## src/rtl/core/triangle_projected_setup_core_macros.svh

```systemverilog
// assertion macros shared by the triangle setup core
`ifndef TRIANGLE_PROJECTED_SETUP_CORE_MACROS_SVH
`define TRIANGLE_PROJECTED_SETUP_CORE_MACROS_SVH
`ifndef SYNTHESIS
`define TPS_ASSERT_IMPLY(lbl, ck, rn, ante, cons) \
    lbl: assert property (@(posedge ck) disable iff (!rn) (ante) |-> (cons)) \
        else $error("tps implication check failed");
`define TPS_ASSERT_NEXT(lbl, ck, rn, ante, cons) \
    lbl: assert property (@(posedge ck) disable iff (!rn) (ante) |=> (cons)) \
        else $error("tps next-cycle check failed");
`else
`define TPS_ASSERT_IMPLY(lbl, ck, rn, ante, cons)
`define TPS_ASSERT_NEXT(lbl, ck, rn, ante, cons)
`endif
`endif

```

## src/rtl/core/tps_pkg.sv

```systemverilog
// shared constants and types for the triangle setup core
`default_nettype none
package tps_pkg;

    localparam int COORD_WIDTH_DEF = 32;

    localparam int AXIS_W = 2;
    localparam logic [AXIS_W-1:0] AXIS_X = 2'd0;
    localparam logic [AXIS_W-1:0] AXIS_Y = 2'd1;
    localparam logic [AXIS_W-1:0] AXIS_Z = 2'd2;

    localparam int NORM_W    = 16;
    localparam int NORM_FRAC = 14;
    localparam int NORM_QB   = 15;
    localparam int SM_W      = 31;
    localparam int SUM_W     = 64;
    localparam int ROOT_W    = 32;

    localparam int INV_W     = 32;
    localparam int INV_QB    = 34;
    localparam int INV_SHIFT = 33;
    localparam logic [INV_W-1:0] INV_POS_LIM = 32'h7fff_ffff;
    localparam logic [INV_W-1:0] INV_NEG_LIM = 32'h8000_0000;

    typedef struct packed {
        logic advance;
        logic valid;
    } pipe_ctl_t;

endpackage
`default_nettype wire

```

## src/rtl/core/tps_sqrt_pipe.sv

```systemverilog
// pipelined integer square root, one result bit per stage
`default_nettype none
module tps_sqrt_pipe #(
    parameter int SW = 1
) (
    input  wire logic                          clk,
    input  wire logic                          rst_n,
    input  tps_pkg::pipe_ctl_t                 ctl,
    input  logic [tps_pkg::SUM_W-1:0]          radicand,
    input  logic [SW-1:0]                      side,
    output logic                               out_valid,
    output logic [tps_pkg::ROOT_W-1:0]         root,
    output logic [SW-1:0]                      side_out
);

    localparam int NS = tps_pkg::ROOT_W;
    localparam int RW = tps_pkg::SUM_W + 2;

    logic            valid_reg [NS];
    logic [SW-1:0]   side_reg  [NS];
    logic [NS-1:0]   root_reg  [NS];
    logic [RW-1:0]   rem_reg   [NS-1];

    for (genvar g = 0; g < NS; g++) begin : g_stage
        localparam int K = NS - 1 - g;
        logic          valid_src;
        logic [SW-1:0] side_src;
        logic [NS-1:0] root_src;
        logic [RW-1:0] rem_src;
        logic [NS-1:0] root_next;
        logic [RW-1:0] rem_next;
        logic [RW-1:0] trial;

        if (g == 0) begin : g_head
            assign valid_src = ctl.valid;
            assign side_src  = side;
            assign root_src  = '0;
            assign rem_src   = RW'(radicand);
        end else begin : g_body
            assign valid_src = valid_reg[g-1];
            assign side_src  = side_reg[g-1];
            assign root_src  = root_reg[g-1];
            assign rem_src   = rem_reg[g-1];
        end

        // (root + 2^k)^2 - root^2 = root*2^(k+1) + 4^k
        assign trial = (RW'(root_src) << (K + 1)) | (RW'(1) << (2 * K));

        always_comb
        begin
            rem_next  = rem_src;
            root_next = root_src;
            if (rem_src >= trial)
            begin
                rem_next     = rem_src - trial;
                root_next[K] = 1'b1;
            end
        end

        always_ff @(posedge clk or negedge rst_n)
        begin
            if (!rst_n)
                valid_reg[g] <= 1'b0;
            else if (ctl.advance)
                valid_reg[g] <= valid_src;
        end

        always_ff @(posedge clk)
        begin
            if (ctl.advance && valid_src)
            begin
                side_reg[g] <= side_src;
                root_reg[g] <= root_next;
            end
        end

        if (g < NS - 1) begin : g_rem
            always_ff @(posedge clk)
            begin
                if (ctl.advance && valid_src)
                    rem_reg[g] <= rem_next;
            end
        end
    end

    assign out_valid = valid_reg[NS-1];
    assign root      = root_reg[NS-1];
    assign side_out  = side_reg[NS-1];

endmodule
`default_nettype wire

```

## config.mk

```make
export PLATFORM = sky130hd
export DESIGN_NAME = tps_sqrt_pipe
export DESIGN_NICKNAME = d
export VERILOG_FILES = /design/src/rtl/core/triangle_projected_setup_core_macros.svh /design/src/rtl/core/tps_pkg.sv /design/src/rtl/core/tps_sqrt_pipe.sv
export SDC_FILE = /design/constraint.sdc
export NUM_CORES = 2
export LEC_CHECK = 0
export ABC_CLOCK_PERIOD_IN_PS = 5900
export BUFFER_PORTS_ARGS = -buffer_cell sky130_fd_sc_hd__buf_2
export CAP_MARGIN = 20
export CELL_PAD_IN_SITES_DETAIL_PLACEMENT = 1
export CELL_PAD_IN_SITES_GLOBAL_PLACEMENT = 2
export CORE_MARGIN = 4
export CORE_UTILIZATION = 49
export DETAILED_ROUTE_END_ITERATION = 8
export GPL_TIMING_DRIVEN = 1
export PLACE_DENSITY = 0.84
export SETUP_SLACK_MARGIN = 0.3
export SLEW_MARGIN = 20
export SYNTH_ARGS = -nofsm -noshare
export SYNTH_HDL_FRONTEND = slang
export SYNTH_SLANG_ARGS = --single-unit
```

## constraint.sdc

```tcl
create_clock -name clk -period 5.9 [get_ports clk]
set_clock_uncertainty 0.15 [all_clocks]
set_input_delay 0.295 -clock clk [delete_from_list [all_inputs] [get_ports clk]]
set_output_delay 0.295 -clock clk [all_outputs]
set_load 0.01 [all_outputs]
```

==> impl_metrics.csv <==
group,metric,value,unit
place,hpwl,292000,um
sta,tns,0,ns
logic_synthesis,syn_area_per_cell,12.6,um^2
setup_path,crit_start,"rem_reg[1][243]",
grt,antenna_found_initial,19,
place,io_buffers,102,
setup_path,criticalPathCategory,"reg -> reg",
setup_path,crit_buf_inv,1,
sta,fmax,0.196,GHz
floorplan,die_w,514,um
setup_path,critPathMaxFanout,45,
setup_path,rr_startpoint,"rem_reg[1][243]",
grt,grtUsageMet2,54.0,%
logic_synthesis,yosysUniqueCellTypes,92,
power,ir_drop,0.401,mV
final_layout,nets,10999,
clocking,cts.sinks,2637,
power,power.internal,41.6,mW
logic_synthesis,synth.area.top_cells,"edfxtp_1 62%, ha_1 5.6%, xnor2_1 3.3%",
setup_path,critPathTopFamily,"simple AND/OR/NAND/NOR gates",
sta,tightest_slew,1.25,ns
sta,setup_viol,0,
clocking,clock-root-buffer,"clkbuf_16",
sta,drv_slew,0,
final_layout,largest_reg_flops,2045,
final_layout,fill_cells,25351,
power,cellLeakagePower,51.3,nW
final_layout,final_cell_mix,"2605 x edfxtp_1, 703 x inv_1, 698 x nor2_1",
run_status,outcome,"finished clean",
power,combinationalPowerShare,23.2,%
power,power_switching,19.7,mW
logic_synthesis,synth_area,125000,um^2
logic_synthesis,synth_ff_type,"edfxtp_1",
setup_path,worstPathCellList,"nor4_1 -> nor4b_1 -> nand4_1 -> nor4_1 -> nor4_1 -> and2_1 -> buf_4 -> nor4_1 -> nand2_2 -> or3_1 -> xnor2_1",
setup_path,cp_slowest_stage_delay,0.77,ns
logic_synthesis,ys_seq_elements,2637,
power,pwr-share-seq,46.7,%
final_layout,fin_area,141000,um^2
grt,grt_max_degree,80,
drt,dr.first_iter.drc_count,5609,
logic_synthesis,syn-num-nets,10575,
clocking,cts_tree,"yes",
power,clock_power_share,30.1,%
clocking,insertion_delay,1.01,ns
drt,wl_per_cell,27.8,um
clocking,ctsLongestPathBuffers,4,
floorplan,rows,185,
logic_synthesis,ys_seq_area_share,63.1,%
grt,overflow,0,
setup_path,cp_slowest_cell,"nor4b_1",
sta,finalCritPeriodShare,86.7,%
setup_path,timing.critical_path.to_type,"flop",
clocking,clk_pin_slew,0.06,ns
sta,holdWs,0.143,ns
clocking,postCtsSetupBuffers,0,
drt,ant_nets,0,
sta,rsz0062_at_grt,"false",
drt,drc_errors,0,
drt,detail_route.vias_per_cell,5.92,
clocking,htreeDepth,5,
final_layout,mostFrequentLayoutCell,"edfxtp_1",
sta,hold_viol,0,
logic_synthesis,yosys_warnings,0,
floorplan,initial_core_util,49.3,%
setup_path,start_kind,"flop",
logic_synthesis,synth_top_cell_by_area,"edfxtp_1",
power,power.density_cell_area,435,nW/um^2
grt,grt_pass1_wl,575000,um
final_layout,utilization,55.5,%
floorplan,core,254000,um^2
power,switching_share,32.2,%
setup_path,required,6.41,ns
drt,wirelength,388000,um
floorplan,die-area,264000,um^2
grt,busiest_layer,"met2",
grt,grt_util_met1,31.0,%
place,place_area,130000,um^2
clocking,cts_buffers,302,
hold_path,hold_start,"ctl[0]",
logic_synthesis,syn_inst,9948,
setup_path,critPathMostFrequentCell,"nor4_1",
final_layout,area_delta_synth_final,12.5,%
floorplan,die_h,514,um
drt,firstDrtPassIters,5,
logic_synthesis,ys_async_sr_fraction,1.21,%
sta,slew_headroom,15.8,%
job,cap_violations,0,
drt,vias,82753,
logic_synthesis,synth_top_area_share,62.4,%
hold_path,min_path_type,"in -> reg",
grt,use_met3,3.79,%
power,totalPowerFinal,61.4,mW
grt,grt_usage,29.2,%
place,gp_congestion,0.943,
final_layout,drive_gt1_share,7.88,%
setup_path,crit_arrival,5.62,ns
sta,final.min_clock_period,5.11,ns
grt,grt_pass1_vias,87644,
floorplan,io-pin-count,103,
logic_synthesis,synth-edff-count,2605,
-- worst paths after layout --
check,slack [ns],end,cells after the start
worst max register to register,0.79,rem_reg[1][320],11
max in group asynchronous,4.82,g_stage[30].valid_src,4
min in group asynchronous,0.35,g_stage[1].valid_src,4
worst min register to register,0.27,side_reg[2][0],0
worst min-delay path,0.14,g_stage[1].valid_src,3
worst max-delay path,0.79,rem_reg[1][320],11
-- stage by stage --
step | setup WS (ns) | instances
2_1_floorplan | 2.13 | 9948
3_3_place_gp | 0.836 | 13302
3_5_place_dp | 0.786 | 13302
4_1_cts | 0.825 | 13956
5_1_grt | 0.575 | 13960
6_report | 0.786 | 13969
-- power groups by stage --
stage                     clock, mW  sequential (mW)  combinational, mW
after floorplan                   0             27.3               9.92
after global placement            0             28.7               13.6
after detailed placement          0             28.9               14.0
after CTS                      18.7             28.6               14.2
after global routing           19.6             28.8               15.7
final                          18.5             28.6               14.3
-- tightest hold or removal path, delay by kind of cell --
| kind | cells | cell delay, ns |
|---|---|---|
| multiplexers | 1 | 0.19 |
| buffers and inverters | 2 | 0.71 |
-- synthesized netlist by cell type (22+ instances only) --
master    number
clkbuf_1     159
or2_2         55
edfxtp_1    2605
nand2b_1     104
o211ai_1      30
nor3_1       291
nand3_1      147
o21ai_0      427
xnor2_1      467
and3_1        50
ha_1         558
or4_1         82
a21oi_1      600
nor4_1       370
or3_1        108
inv_1        703
xor2_1       464
nand3b_1      34
dfrtp_1       32
nand2_1      672
nor2_1       699
mux2_2        90
o31ai_1       60
a21o_1       202
nor3b_1       22
nand4b_1      27
and2_1        60
nor2b_1       71
o21a_1       109
a31oi_1       45
nor4b_1       40
a211oi_1      40
nand4_1      156
o21bai_1      51
a21boi_0      23
-- logic make-up (layout without fill, tap and decap cells) --
| logic type | count (synthesis) | count (layout) | synth area share, % |
|---|---|---|---|
| compound gates | 1783 | 1783 | 8.83 |
| xor+xnor | 931 | 931 | 6.51 |
| fa+ha+maj | 558 | 558 | 5.57 |
| buf+inv | 900 | 1543 | 2.72 |
| flops | 2637 | 2637 | 63.1 |
| mux | 97 | 97 | 0.865 |
| other cells | 0 | 12 | 0 |
| simple gates | 3042 | 3042 | 12.4 |
-- layer usage --
metal / vias to the layer above / part of all wire (%)
li1: 37960 / -
met1: 41678 / 36
met2: 2135 / 53
met3: 972 / 3.5
met4: 8 / 8.1
met5: - / 0.013
-- area by class of cell --
class                   instances  area (um^2)  area share (%)
diodes                         12         30.0          0.0213
clock buffers                 377         8050            5.71
clock inverters               146         1520            1.08
inverters                     709         2660            1.89
multi-input cells            6411        43000            30.5
flip-flops and latches       2637        79000            56.1
well taps                    3366         4210            2.99
repair buffers                311         2470            1.75
-- what timing repair did --
| item | 4_1_cts | 5_1_grt |
|---|---|---|
| hold endpoints to repair | 111 | 0 |
| hold buffers | 131 | 0 |
| gates resized for setup | 0 | 0 |
| setup endpoints to repair | 0 | 0 |
(Power assumes the default switching activity.)
