--- config.mk ---
export PLATFORM = sky130hd
export DESIGN_NAME = tps_div_pipe
export DESIGN_NICKNAME = d
export VERILOG_FILES = /design/src/rtl/core/triangle_projected_setup_core_macros.svh /design/src/rtl/core/tps_pkg.sv /design/src/rtl/core/tps_div_pipe.sv
export SDC_FILE = /design/constraint.sdc
export NUM_CORES = 1
export LEC_CHECK = 0
export ABC_AREA = 1
export ABC_CLOCK_PERIOD_IN_PS = 2350
export BUFFER_PORTS_ARGS = -buffer_cell sky130_fd_sc_hd__buf_2
export CORE_MARGIN = 3
export CORE_UTILIZATION = 60
export CTS_BUF_LIST = sky130_fd_sc_hd__clkbuf_4 sky130_fd_sc_hd__clkbuf_8
export DETAILED_ROUTE_END_ITERATION = 12
export PLACE_DENSITY = 0.77
export SLEW_MARGIN = 10
export SYNTH_ARGS = -nofsm -noshare
export SYNTH_HDL_FRONTEND = slang
export SYNTH_SLANG_ARGS = --single-unit
export TNS_END_PERCENT = 100
--- constraint.sdc ---
create_clock -name clk -period 2.35 [get_ports clk]
set_clock_uncertainty 0.15 [all_clocks]
set_input_delay 0.3525 -clock clk [delete_from_list [all_inputs] [get_ports clk]]
set_output_delay 0.3525 -clock clk [all_outputs]
set_load 0.05 [all_outputs]
--- src/rtl/core/triangle_projected_setup_core_macros.svh ---
// assertion macros shared by the triangle setup core
`ifndef TRIANGLE_PROJECTED_SETUP_CORE_MACROS_SVH
`define TRIANGLE_PROJECTED_SETUP_CORE_MACROS_SVH
`ifndef SYNTHESIS
`define TPS_ASSERT_IMPLY(lbl, ck, rn, ante, cons) \
    lbl: assert property (@(posedge ck) disable iff (!rn) (ante) |-> (cons)) \
        else $error("tps implication check failed");
`define TPS_ASSERT_NEXT(lbl, ck, rn, ante, cons) \
    lbl: assert property (@(posedge ck) disable iff (!rn) (ante) |=> (cons)) \
        else $error("tps next-cycle check failed");
`else
`define TPS_ASSERT_IMPLY(lbl, ck, rn, ante, cons)
`define TPS_ASSERT_NEXT(lbl, ck, rn, ante, cons)
`endif
`endif

--- src/rtl/core/tps_pkg.sv ---
// shared constants and types for the triangle setup core
`default_nettype none
package tps_pkg;

    localparam int COORD_WIDTH_DEF = 32;

    localparam int AXIS_W = 2;
    localparam logic [AXIS_W-1:0] AXIS_X = 2'd0;
    localparam logic [AXIS_W-1:0] AXIS_Y = 2'd1;
    localparam logic [AXIS_W-1:0] AXIS_Z = 2'd2;

    localparam int NORM_W    = 16;
    localparam int NORM_FRAC = 14;
    localparam int NORM_QB   = 15;
    localparam int SM_W      = 31;
    localparam int SUM_W     = 64;
    localparam int ROOT_W    = 32;

    localparam int INV_W     = 32;
    localparam int INV_QB    = 34;
    localparam int INV_SHIFT = 33;
    localparam logic [INV_W-1:0] INV_POS_LIM = 32'h7fff_ffff;
    localparam logic [INV_W-1:0] INV_NEG_LIM = 32'h8000_0000;

    typedef struct packed {
        logic advance;
        logic valid;
    } pipe_ctl_t;

endpackage
`default_nettype wire

--- src/rtl/core/tps_div_pipe.sv ---
// pipelined restoring divider, several lanes sharing one item, one quotient bit per stage
`default_nettype none
module tps_div_pipe #(
    parameter int LANES = 1,
    parameter int DW    = 8,
    parameter int QB    = 8,
    parameter int SW    = 1
) (
    input  wire logic                      clk,
    input  wire logic                      rst_n,
    input  tps_pkg::pipe_ctl_t             ctl,
    input  logic [LANES-1:0][DW+QB-1:0]    num,
    input  logic [LANES-1:0][DW-1:0]       den,
    input  logic [SW-1:0]                  side,
    output logic                           out_valid,
    output logic [LANES-1:0][QB-1:0]       quo,
    output logic [SW-1:0]                  side_out
);

    localparam int RW = DW + QB;

    logic                       valid_reg [QB];
    logic [SW-1:0]              side_reg  [QB];
    logic [LANES-1:0][QB-1:0]   quo_reg   [QB];
    logic [LANES-1:0][RW-1:0]   rem_reg   [QB-1];
    logic [LANES-1:0][DW-1:0]   den_reg   [QB-1];

    for (genvar g = 0; g < QB; g++) begin : g_stage
        localparam int K = QB - 1 - g;
        logic                     valid_src;
        logic [SW-1:0]            side_src;
        logic [LANES-1:0][QB-1:0] quo_src;
        logic [LANES-1:0][RW-1:0] rem_src;
        logic [LANES-1:0][DW-1:0] den_src;
        logic [LANES-1:0][QB-1:0] quo_next;
        logic [LANES-1:0][RW-1:0] rem_next;

        if (g == 0) begin : g_head
            assign valid_src = ctl.valid;
            assign side_src  = side;
            assign quo_src   = '0;
            assign rem_src   = num;
            assign den_src   = den;
        end else begin : g_body
            assign valid_src = valid_reg[g-1];
            assign side_src  = side_reg[g-1];
            assign quo_src   = quo_reg[g-1];
            assign rem_src   = rem_reg[g-1];
            assign den_src   = den_reg[g-1];
        end

        always_comb
        begin
            logic [RW-1:0] trial;
            trial    = '0;
            rem_next = rem_src;
            quo_next = quo_src;
            for (int l = 0; l < LANES; l++)
            begin
                trial = RW'(den_src[l]) << K;
                if (rem_src[l] >= trial)
                begin
                    rem_next[l]    = rem_src[l] - trial;
                    quo_next[l][K] = 1'b1;
                end
            end
        end

        always_ff @(posedge clk or negedge rst_n)
        begin
            if (!rst_n)
                valid_reg[g] <= 1'b0;
            else if (ctl.advance)
                valid_reg[g] <= valid_src;
        end

        always_ff @(posedge clk)
        begin
            if (ctl.advance && valid_src)
            begin
                side_reg[g] <= side_src;
                quo_reg[g]  <= quo_next;
            end
        end

        if (g < QB - 1) begin : g_rem
            always_ff @(posedge clk)
            begin
                if (ctl.advance && valid_src)
                begin
                    rem_reg[g] <= rem_next;
                    den_reg[g] <= den_src;
                end
            end
        end
    end

    assign out_valid = valid_reg[QB-1];
    assign quo       = quo_reg[QB-1];
    assign side_out  = side_reg[QB-1];

endmodule
`default_nettype wire

==> results of run 1 <==
-- worst min-delay path by stage --
stage / from / to / slack, ns / cells past startpoint
after floorplan: rst_n / g_stage[1].valid_src$_DFFE_PN0P_ / -0.09 / 0
after global placement: rst_n / g_stage[1].valid_src$_DFFE_PN0P_ / 0.05 / 1
final: num[8] / rem_reg[0][8]$_DFFE_PP_ / 0.03 / 3
after detailed placement: rst_n / g_stage[1].valid_src$_DFFE_PN0P_ / 0.06 / 1
after global routing: num[8] / rem_reg[0][8]$_DFFE_PP_ / 0.01 / 3
after CTS: num[11] / rem_reg[0][11]$_DFFE_PP_ / 0.003 / 3
-- tightest hold or removal path, cell delays in order --
cell and delay (ns):
sky130_fd_sc_hd__buf_2 0.10, sky130_fd_sc_hd__nand3_1 0.07, sky130_fd_sc_hd__nand2_1 0.06
-- placed cells by master, fill, tap and decap left out, drive strengths merged --
cell type,netlist,final
nand2,448,448
inv,249,249
edfxtp,212,212
nor2,111,111
nand3,92,92
ha,64,64
buf,8,62
clkbuf,1,49
a21oi,41,41
o21ai,40,40
dlygate4sd3,0,20
nand4,17,17
xor2,17,17
xnor2,11,11
clkinv,0,10
dfrtp,8,8
nand3b,7,7
fa,7,7
nor3,6,6
clkinvlp,0,4
or2,3,3
o21bai,3,3
o211ai,2,2
nor4,2,2
bufinv,0,2
and3,1,1
a21o,1,1
o31a,1,1
and2,1,1
o21a,1,1
-- logic make-up (layout without fill, tap and decap cells) --
kind of cell,Yosys count,after routing,share of synthesized area
AOI/OAI and AO/OA,89,89,0.03948
DFF,220,220,0.5424
adders and majority gates,71,71,0.07772
and+or+nand+nor,688,688,0.2364
buffers and inverters,258,396,0.08381
xor gates and xnor gates,28,28,0.02026
-- layout make-up --
type / count / area [um2]
flip-flops and latches: 220 / 6566
fillers: 1541 / 5898
repair buffers: 82 / 595.6
inverters: 249 / 938.4
multi-input cells: 876 / 4578
well taps: 265 / 331.6
clock inverters: 16 / 133.9
clock buffers: 49 / 611.8
-- cells in the mapped netlist, types with 7 or more instances --
cell / n / area (um2)
sky130_fd_sc_hd__a21oi_1: 40 / 200.2
sky130_fd_sc_hd__xor2_1: 17 / 148.9
sky130_fd_sc_hd__ha_1: 64 / 800.8
sky130_fd_sc_hd__inv_1: 247 / 927.1
sky130_fd_sc_hd__edfxtp_1: 212 / 6366
sky130_fd_sc_hd__o21ai_0: 32 / 160.2
sky130_fd_sc_hd__nand2_1: 443 / 1663
sky130_fd_sc_hd__dfrtp_1: 8 / 200.2
sky130_fd_sc_hd__fa_1: 7 / 140.1
sky130_fd_sc_hd__nor2_1: 106 / 397.9
sky130_fd_sc_hd__xnor2_1: 11 / 96.34
sky130_fd_sc_hd__nand4_1: 17 / 106.4
sky130_fd_sc_hd__nand3b_1: 7 / 52.55
sky130_fd_sc_hd__nand3_1: 89 / 445.4
-- power by group --
part	internal, W	leakage (nW)	switching, W
Combinational	0.000648	3.96	0.00111
Clock	0.00192	0.385	0.00149
Sequential	0.00468	2.03	0.000142
-- routing by layer --
metal  share of wire  vias up  GRT usage  wire, um
li1                -     4605          -         -
met1            0.39     4051     0.2360      9430
met2            0.55      148     0.4453     13300
met3           0.031       50    0.03291       747
met4           0.030        0    0.08915       726
met5               0        -          0         0
-- timing repair --
action,4_1_cts,5_1_grt
hold endpoints to repair,27,0
hold buffers,20,0
gates resized for setup,0,12
endpoints found under the setup margin,0,20
-- stage by stage --
stage	cell area, um2	utilization	power (W)	std cells	hold WS, ns
3_5_place_dp	12750	0.6489	0.006604	1672	0.06255
4_1_cts	13700	0.6970	0.01005	1757	0.002872
5_1_grt	13760	0.6999	0.01054	1757	0.01044
2_1_floorplan	12110	-	0.006134	1354	-0.09309
3_3_place_gp	12750	0.6489	0.006552	1672	0.04675
6_report	13760	0.6999	0.009991	1757	0.02762
==> Flow_metrics.wiki, run 1 <==
{| class="wikitable"
! Metric !! Value
|-
| Run status || finished, final reports clean
|-
| Total stage count of the critical path || 10
|-
| I/O pin total || 39
|-
| Post-DR wirelength/cell || between 10 and 15 um
|-
| Worst-path maximum fanout || 8
|-
| Most common flop cell mapped by yosys || sky130_fd_sc_hd__edfxtp_1
|-
| Routed wire length || 24.21 mm
|-
| Leakage power || between 6 and 7 nW
|-
| Initial antenna violation count || 0
|-
| R2R depth || 10
|-
| Number of sinks on the clock net || 220
|-
| Tot GR Track Use || 0.2246
|-
| Fraction of the cycle the final worst path needs || 0.9431
|-
| Cell area after synthesis || 12110 um2
|-
| Drt first pass iters || 5
|-
| Yosys warning total || 0
|-
| Synthesized netlist net count || 1454
|-
| Total vias in the final route || approximately 8900
|-
| Slew HR || 0.7134
|-
| Setup Viol. Count Final || 0
|-
| Routed Antenna Nets || 0
|-
| Timing startpoint of the critical path || den_reg[4][0]$_DFFE_PP_
|-
| Initial DRC Count || 535
|-
| Critical Path Slowest Stage Cell || sky130_fd_sc_hd__edfxtp_1
|-
| Die footprint || 21920 um2
|-
| Flip-flop count of the largest register, all copies and words added || 112
|-
| Average via count per standard cell || ~5
|-
| Deepest level of the CTS H-tree || 2
|-
| Final net count || about 1600
|-
| Post-CTS repair timing setup buffer count || 0
|-
| Critical R2R Launch || den_reg[4][0]$_DFFE_PP_
|-
| Inserted Clock Buffers || 38
|-
| Average cell area after synthesis || 8.941 um2
|-
| Slew Viols, Final || 0
|-
| Max stage delay on crit path || about 0.4 ns
|-
| Dominant cell type by count on the critical path || sky130_fd_sc_hd__nand2_1
|-
| Arr. time, crit path || 2.35 ns
|-
| Highest clock rate || 0.4512 GHz
|-
| Minimum clock period after layout || 2.216 ns
|-
| Sequence of cells on the critical path || ha_2, fa_2, inv_1, nand3_1, nand3_2, nand2_1, nand3_4, clkinvlp_4, nand2_1, nand2_1
|-
| IO Port Bufs || 38
|-
| Slew @ Worst Pin || around 0.43 ns
|-
| Clock transition time at the flip-flop clock pins of the worst setup and hold paths || 0.06 ns
|-
| First-pass GRT wire length || 39.88 mm
|-
| Vias in the first global route || 8815
|-
| Register area share after synthesis || 0.5424
|-
| WS Path Type || flop to flop
|-
| Unrepaired setup endpoints after global routing || no
|-
| Worst setup path endpoint || rem_reg[5][7]$_DFFE_PP_
|-
| Family with the most delay on the worst path || adder cells
|-
| Type of origin of the critical path || flop
|-
| Slack of the worst reg-to-reg path || 0.13 ns
|-
| Starting utilization of the core area || 0.6160
|-
| Instance count of the mapped netlist || 1354
|-
| Horizontal extent of the die || 148.1 um
|-
| Synthesized flop and latch total || 220
|-
| Type of the worst min-delay path || primary input to flop
|-
| Worst Path Buf+Inv || 2
|-
| Max-cap violations || 0
|-
| Worst setup slack after layout || 0.1336 ns
|-
| Total power divided by cell area || ~730 nW/um2
|-
| Critical Path Sink Type || flop
|-
| Clock tree root buffer cell || sky130_fd_sc_hd__clkbuf_8
|-
| Clock buffer depth || 3
|-
| Site row count || between 50 and 60
|-
| Layout cells sized above 1 || 0.1019
|-
| Standard cell core area || 19650 um2
|-
| Ant. Diodes || 0
|-
| Y dimension of the die || 148.1 um
|-
| Setup WS pre-CTS || ~0.040 ns
|-
| Pin count of the biggest net entering global routing || 33
|-
| P&R area growth vs syn || 13.62%
|-
| Dpl hpwl || about 18 mm
|-
| Clock tree from TritonCTS || yes
|-
| DRC || 0
|-
| Library cells used by synthesis || 38
|-
| Worst ir drop on vdd || between 0.7 and 0.8 mV
|-
| Overflow after GRT || 0
|-
| Clock latency of the later-clocked register in the worst-skew pair || 0.52 ns
|-
| Reg-to-Reg End || rem_reg[5][7]$_DFFE_PP_
|-
| Sum of negative setup slack || 0 ns
|-
| Final estimated routing congestion in global placement || about 0.9
|-
| Final Hold Viols || 0
|-
| Data required time at the worst endpoint || 2.48 ns
|-
| Number of enable-type register cells in the synthesized netlist || 212
|-
| Synth async-reset ratio || 0.03636
|}
Note: power is estimated with default switching activity, not from simulation.
==> inputs of run 2 (changes only) <==
- ABC_AREA: 1 -> default
- PLACE_DENSITY: 0.77 -> 0.78
==> run 2 against run 1 <==
Against the previous run:
- the run now ends with negative setup slack left
- sequential power up 11%
- core utilization up 13 points
- cell area up 6.2%
- first-iteration DRC count up 24%
- setup slack worse by 0.67 ns
- clock power down 1%
- via count down 8.1%
- area after synthesis down 10%
- critical path depth down 3
- fmax down 23%
==> Flow_metrics.wiki, run 2 <==
{| class="wikitable"
! Metric !! Value
|-
| Initial DRC Count || approximately 660
|-
| Clock buffer depth || 3
|-
| Max-cap violations || 0
|-
| DRC || 0
|-
| Tot GR Track Use || 0.2432
|-
| Routed Antenna Nets || 0
|-
| Comb power frac || 0.293
|-
| Minimum clock period after layout || 2.886 ns
|-
| Setup WS pre-CTS || -0.5350 ns
|-
| Worst ir drop on vdd || 0.6403 mV
|-
| Most common cell in the netlist || sky130_fd_sc_hd__edfxtp_1
|-
| Family with the most delay on the worst path || simple AND/OR/NAND/NOR gates
|-
| Top-area cell type share of the netlist area || 0.5853
|-
| Top post-synthesis cells by count || sky130_fd_sc_hd__edfxtp_1, sky130_fd_sc_hd__inv_1, sky130_fd_sc_hd__o21ai_0, sky130_fd_sc_hd__ha_1, sky130_fd_sc_hd__nand2_1
|-
| Clock tree from TritonCTS || yes
|-
| Average via count per standard cell || 5.971
|-
| Starting utilization of the core area || 0.6202
|-
| Synthesized flop and latch total || 220
|-
| Fraction of the cycle the final worst path needs || 1.228
|-
| Setup Viol. Count Final || between 70 and 80
|-
| Power share of the sequential group || 0.434
|-
| Standard cell core area || approximately 18000 um2
|-
| Timing startpoint of the critical path || rem_reg[5][8]$_DFFE_PP_
|-
| Deepest level of the CTS H-tree || 2
|-
| Synth area leaders || sky130_fd_sc_hd__edfxtp_1, sky130_fd_sc_hd__ha_1, sky130_fd_sc_hd__o21ai_0, sky130_fd_sc_hd__inv_1, sky130_fd_sc_hd__xor2_1
|-
| Most common library cell in the layout ignoring fill and taps || sky130_fd_sc_hd__edfxtp_1
|-
| Worst-path maximum fanout || 4
|-
| Slew @ Worst Pin || 0.6696 ns
|-
| Post-DR wirelength/cell || 20.86 um
|-
| IO Port Bufs || 38
|-
| P&R area growth vs syn || 34.34%
|-
| Average cell area after synthesis || 12.69 um2
|-
| WS Path Type || flop to flop
|-
| Critical Path Sink Type || flop
|-
| First-pass GRT wire length || approximately 39 mm
|-
| Switching Share || 0.3049
|-
| Failing checks || negative setup slack
|-
| Pin count of the biggest net entering global routing || 33
|-
| Y dimension of the die || 140.6 um
|-
| Sequence of cells on the critical path || ha_4, or4_4, or4_4, or3_4, o221ai_4, nor3_1, xor2_1
|-
| Leading cell types in the layout, fill and taps excluded || sky130_fd_sc_hd__edfxtp_1, sky130_fd_sc_hd__buf_4, sky130_fd_sc_hd__inv_1
|-
| Cell area after synthesis || 10880 um2
|-
| Layout cells sized above 1 || 0.3893
|-
| Overflow after GRT || 0
|-
| Total stage count of the critical path || 7
|-
| Instance count of the mapped netlist || between 800 and 900
|-
| Clock network fraction of total power || 0.273
|-
| Synth async-reset ratio || 0.03636
|-
| Sum of negative setup slack || -16.29 ns
|-
| Number of enable-type register cells in the synthesized netlist || 212
|-
| R2R depth || 7
|-
| Register area share after synthesis || 0.6037
|-
| Drt first pass iters || 6
|-
| Post-layout util || 0.8332
|-
| Final estimated routing congestion in global placement || about 0.91
|-
| Final net count || 1212
|-
| Flip-flop count of the largest register, all copies and words added || around 110
|-
| Slew Viols, Final || 0
|-
| Die footprint || 19780 um2
|-
| Slack of the worst reg-to-reg path || -0.54 ns
|-
| Slew HR || 0.5509
|-
| Worst setup path endpoint || rem_reg[6][13]$_DFFE_PP_
|-
| Clock latency of the later-clocked register in the worst-skew pair || 0.55 ns
|-
| Most common flop cell mapped by yosys || sky130_fd_sc_hd__edfxtp_1
|-
| Arr. time, crit path || 3.01 ns
|-
| I/O pin total || 39
|-
| Horizontal extent of the die || 140.6 um
|-
| Library cells used by synthesis || ~60
|-
| Dominant cell type by count on the critical path || sky130_fd_sc_hd__or4_4
|-
| Site row count || 48
|-
| Yosys warning total || 0
|-
| Highest clock rate || 0.3466 GHz
|-
| Type of the worst min-delay path || primary input to flop
|-
| Dpl hpwl || around 15 mm
|-
| Critical Path Slowest Stage Cell || sky130_fd_sc_hd__or4_4
|-
| Type of origin of the critical path || flop
|-
| Final Hold Viols || 0
|-
| FILL cells || 775
|-
| Clock tree root buffer cell || sky130_fd_sc_hd__clkbuf_8
|-
| Worst setup slack after layout || -0.5356 ns
|-
| Leakage power || approximately 5.8 nW
|-
| Internal power contribution || 0.008545 W
|-
| Initial antenna violation count || 0
|-
| Ant. Diodes || 0
|-
| Cell accounting for the most synthesized area || sky130_fd_sc_hd__edfxtp_1
|-
| Critical R2R Launch || rem_reg[5][8]$_DFFE_PP_
|-
| Reg-to-Reg End || rem_reg[6][13]$_DFFE_PP_
|-
| Overall power || 0.01229 W
|-
| Total vias in the final route || slightly above 8000
|-
| Unrepaired setup endpoints after global routing || yes
|-
| Run status || finished with violations
|-
| Vias in the first global route || 8251
|-
| Switching Power || 0.003748 W
|-
| Routed wire length || 28.44 mm
|-
| Number of sinks on the clock net || 220
|-
| Data required time at the worst endpoint || between 2 and 2.5 ns
|-
| Worst hold margin || 0.01758 ns
|-
| Worst Path Buf+Inv || 0
|-
| Inserted Clock Buffers || 37
|-
| Synthesized netlist net count || 957
|-
| Max stage delay on crit path || 0.53 ns
|-
| Total power divided by cell area || around 840 nW/um2
|-
| Clock transition time at the flip-flop clock pins of the worst setup and hold paths || ~0.06 ns
|}
-- run 2: routing by layer --
metal | vias to the layer above | routed length [um] | track usage
met1 | 3948 | 9333 | 0.2276
met5 | - | 0 | 0
met3 | 126 | 1397 | 0.04342
met4 | 0 | 1544 | 0.1122
li1 | 3700 | - | -
met2 | 364 | 16160 | 0.4977
-- run 2: layout make-up --
cell class              instances  area, um2  area share
clock buffers                  54      661.9     0.04530
clock inverters                11      58.81    0.004025
inverters                      83      314.1     0.02149
multi-input cells             544       4898      0.3352
flip-flops and latches        220       6566      0.4494
well taps                     225      281.5     0.01927
repair buffers                226       1831      0.1253
-- run 2: worst min-delay path by stage --
stage                     slack, ns                                to  cells past startpoint  startpoint
after floorplan               -0.09  g_stage[1].valid_src$_DFFE_PN0P_                      0       rst_n
after global placement         0.05  g_stage[1].valid_src$_DFFE_PN0P_                      1       rst_n
after detailed placement       0.06  g_stage[1].valid_src$_DFFE_PN0P_                      1       rst_n
after CTS                      0.03          rem_reg[0][15]$_DFFE_PP_                      2     num[15]
after global routing           0.04          rem_reg[0][15]$_DFFE_PP_                      2     num[15]
final                          0.02          rem_reg[0][11]$_DFFE_PP_                      3     num[11]
-- run 2: cell families after synthesis --
| group | after synthesis | share of synthesized area |
|---|---|---|
| AO/OA/AOI/OAI | 188 | 0.1100 |
| flip-flops | 220 | 0.6037 |
| AND/OR/NAND/NOR | 210 | 0.1009 |
| buffers and inverters | 93 | 0.03290 |
| multiplexers | 27 | 0.02738 |
| adder cells (fa/ha/maj) | 71 | 0.08651 |
| XOR/XNOR | 48 | 0.03865 |
-- run 2: power groups by stage --
| stage | Combinational (W) | Sequential, W | Clock (W) |
|---|---|---|---|
| after CTS | 0.00302 | 0.00528 | 0.00332 |
| after detailed placement | 0.00274 | 0.00535 | 0 |
| after global placement | 0.00263 | 0.00532 | 0 |
| after floorplan | 0.00177 | 0.00536 | 0 |
| final | 0.00361 | 0.00533 | 0.00336 |
| after global routing | 0.00385 | 0.00537 | 0.00357 |
-- run 2: worst min-delay path, stage by stage --
cell and delay [ns]:
sky130_fd_sc_hd__buf_2 0.09, sky130_fd_sc_hd__nand2_1 0.06, sky130_fd_sc_hd__o21ai_2 0.08
-- run 2: repair_timing --
item | in CTS | in global routing
gates cloned | 1 | 2
gates resized for setup | 82 | 156
hold endpoints to repair | 30 | 0
pin swaps | 42 | 60
setup endpoints to repair | 68 | 87
buffers inserted | 24 | 31
hold buffers | 23 | 0
-- run 2: per-stage QoR --
stage	area, um2	instances
after global routing	14610	1363
after floorplan	11050	857
final	14610	1363
after global placement	12330	1224
after detailed placement	12330	1224
after CTS	13780	1337
==> inputs of run 3 (changes only) <==
- CORE_MARGIN: 3 -> 4
==> run 3 against run 2 <==
Against the previous run:
- the run still ends with negative setup slack left
- combinational power up 2%
- flip-flop and latch count unchanged
- non-clock buffer count down 1
- wire length up 6.3%
- cell count down 0.29%
- die area up 2.9%
- cell area down 0.40%
- largest power group unchanged
- highest routed layer unchanged
==> Flow_metrics.wiki, run 3 (same netlist as run 2, synthesis figures left out) <==
{| class="wikitable"
! Metric !! Value
|-
| Run status || finished with violations
|-
| Failing checks || negative setup slack
|-
| Total power divided by cell area || 852.6 nW/um2
|-
| IO Port Bufs || 38
|-
| Unrepaired setup endpoints after global routing || yes
|-
| Site row count || 48
|-
| Clock transition time at the flip-flop clock pins of the worst setup and hold paths || 0.06 ns
|-
| Power share of the sequential group || 0.431
|-
| Most common library cell in the layout ignoring fill and taps || sky130_fd_sc_hd__edfxtp_1
|-
| Dpl hpwl || about 16 mm
|-
| Post-DR wirelength/cell || approximately 22 um
|-
| Type of origin of the critical path || flop
|-
| Pin count of the biggest net entering global routing || 33
|-
| Highest clock rate || 0.3502 GHz
|-
| Minimum clock period after layout || 2.856 ns
|-
| Setup WS pre-CTS || -0.5253 ns
|-
| Worst-path maximum fanout || 4
|-
| Vias in the first global route || 8168
|-
| Final estimated routing congestion in global placement || 0.9072
|-
| Post-layout util || 0.8298
|-
| Final Hold Viols || 0
|-
| Tot GR Track Use || 0.2397
|-
| Final net count || between 1000 and 1500
|-
| Post-route non-filler standard cell count || 1359
|-
| Worst setup slack after layout || -0.5058 ns
|-
| Inserted Clock Buffers || 37
|-
| Starting utilization of the core area || 0.6202
|-
| Layout cells sized above 1 || 0.3898
|-
| Arr. time, crit path || 2.96 ns
|-
| Worst ir drop on vdd || between 0.5 and 0.6 mV
|-
| Clock buffer depth || 3
|-
| Internal power contribution || between 0.008 and 0.009 W
|-
| Placed Instance Area || 12330 um2
|-
| P&R area growth vs syn || 33.80%
|-
| Switching Power || 0.003845 W
|-
| DRC || 0
|-
| Flip-flop count of the largest register, all copies and words added || 112
|-
| WS Path Type || flop to flop
|-
| Ant. Diodes || 0
|-
| Routed Antenna Nets || 0
|-
| Horizontal extent of the die || between 100 and 150 um
|-
| Leakage power || 5.730 nW
|-
| Die footprint || 20350 um2
|-
| Y dimension of the die || ~140 um
|-
| Slew Viols, Final || 0
|-
| Fraction of the cycle the final worst path needs || 1.215
|-
| First-pass GRT wire length || 38.68 mm
|-
| Data required time at the worst endpoint || around 2.5 ns
|-
| Initial antenna violation count || 0
|-
| Comb power frac || 0.297
|-
| Drt first pass iters || 5
|-
| Overflow after GRT || 0
|-
| Type of the worst min-delay path || primary input to flop
|-
| Routed wire length || 30.24 mm
|-
| Clock latency of the later-clocked register in the worst-skew pair || approximately 0.56 ns
|-
| I/O pin total || 39
|-
| Switching Share || 0.3099
|-
| Standard cell core area || between 15000 and 20000 um2
|-
| Setup Viol. Count Final || 79
|-
| Leading cell types in the layout, fill and taps excluded || sky130_fd_sc_hd__edfxtp_1, sky130_fd_sc_hd__buf_4, sky130_fd_sc_hd__inv_1
|-
| Initial DRC Count || ~680
|-
| Slew @ Worst Pin || roughly 0.63 ns
|-
| Average via count per standard cell || 6.141
|-
| Clock tree from TritonCTS || yes
|-
| Critical Path Sink Type || flop
|-
| Clock network fraction of total power || 0.273
|-
| Slew HR || 0.5788
|-
| Total vias in the final route || around 8300
|-
| FILL cells || 766
|-
| Clock tree root buffer cell || sky130_fd_sc_hd__clkbuf_8
|-
| Number of sinks on the clock net || 220
|-
| Max-cap violations || 0
|-
| Placed instance count || roughly 1200
|-
| Deepest level of the CTS H-tree || 2
|-
| Final design area excluding fillers || 14550 um2
|}
run 3: changes by cell type in the layout (fill, tap and decap cells not counted), sizes merged:
| cell | change |
|---|---|
| inv | +2 |
| dlymetal6s4s | -2 |
| dlygate4sd3 | +1 |
| clkinvlp | -2 |
| clkinv | -3 |
run 3: layout make-up:
cell class | instances | area (um2) | area share
tap | 225 | 281.5 | 0.01934
clock inverter | 8 | 45.04 | 0.003095
clock buffer | 54 | 661.9 | 0.04548
multi-input combinational | 544 | 4916 | 0.3378
sequential | 220 | 6566 | 0.4512
inverter | 83 | 319.1 | 0.02192
timing repair buffer | 225 | 1763 | 0.1211
run 3: final timing paths:
path                                          startpoint                                to  slack [ns]  depth (start not counted)
max in group asynchronous                          rst_n             out_valid$_DFFE_PN0P_        1.74                          2
worst min register to register  quo_reg[1][14]$_DFFE_PP_          quo_reg[1][22]$_DFFE_PP_        0.26                          0
min in group asynchronous                          rst_n  g_stage[2].valid_src$_DFFE_PN0P_        0.09                          2
worst max-delay path             rem_reg[5][8]$_DFFE_PP_          rem_reg[6][11]$_DFFE_PP_       -0.51                          7
worst min-delay path                             num[13]          rem_reg[0][13]$_DFFE_PP_        0.02                          3
worst max register to register   rem_reg[5][8]$_DFFE_PP_          rem_reg[6][11]$_DFFE_PP_       -0.51                          7
run 3: metrics by stage:
| step | hold slack (ns) | total power [W] | setup TNS (ns) |
|---|---|---|---|
| 2_1_floorplan | -0.09309 | 0.007129 | -5.968 |
| 3_3_place_gp | 0.04711 | 0.007958 | -10.67 |
| 3_5_place_dp | 0.07068 | 0.008099 | -14.39 |
| 4_1_cts | 0.006611 | 0.01166 | -10.20 |
| 5_1_grt | 0.05265 | 0.01293 | -20.61 |
| 6_report | 0.01885 | 0.01241 | -17.41 |
run 3: what timing repair did:
action                                  in CTS  in global routing
hold endpoints to repair                    29                  0
buffers inserted                            26                 32
resized for setup                           92                138
endpoints found under the setup margin      78                 87
gates cloned                                 0                  1
pin swaps                                   44                 43
hold buffers                                22                  0
run 3: metal layers:
layer,routed length [um],GRT usage,part of all wire,up-vias
met5,0,0,0,-
met4,2230,0.1201,0.074,0
met3,1585,0.04320,0.052,178
met2,16640,0.4785,0.55,436
met1,9783,0.2308,0.32,4031
li1,-,-,-,3700
run 3: worst max-delay path, stage by stage (launching register included):
cell	delay (ns)
sky130_fd_sc_hd__edfxtp_1	0.40
sky130_fd_sc_hd__ha_2	0.20
sky130_fd_sc_hd__or4_4	0.53
sky130_fd_sc_hd__or4_4	0.43
sky130_fd_sc_hd__or3_4	0.43
sky130_fd_sc_hd__o221ai_4	0.22
sky130_fd_sc_hd__nor3_1	0.09
sky130_fd_sc_hd__xor2_1	0.15
run 3: power groups by stage:
stage	clock, W	sequential, W	combinational [W]
detailed placement	0	0.00535	0.00275
CTS	0.00331	0.00528	0.00307
floorplan	0	0.00536	0.00177
finish	0.00338	0.00535	0.00368
global route	0.00360	0.00538	0.00395
global placement	0	0.00532	0.00264
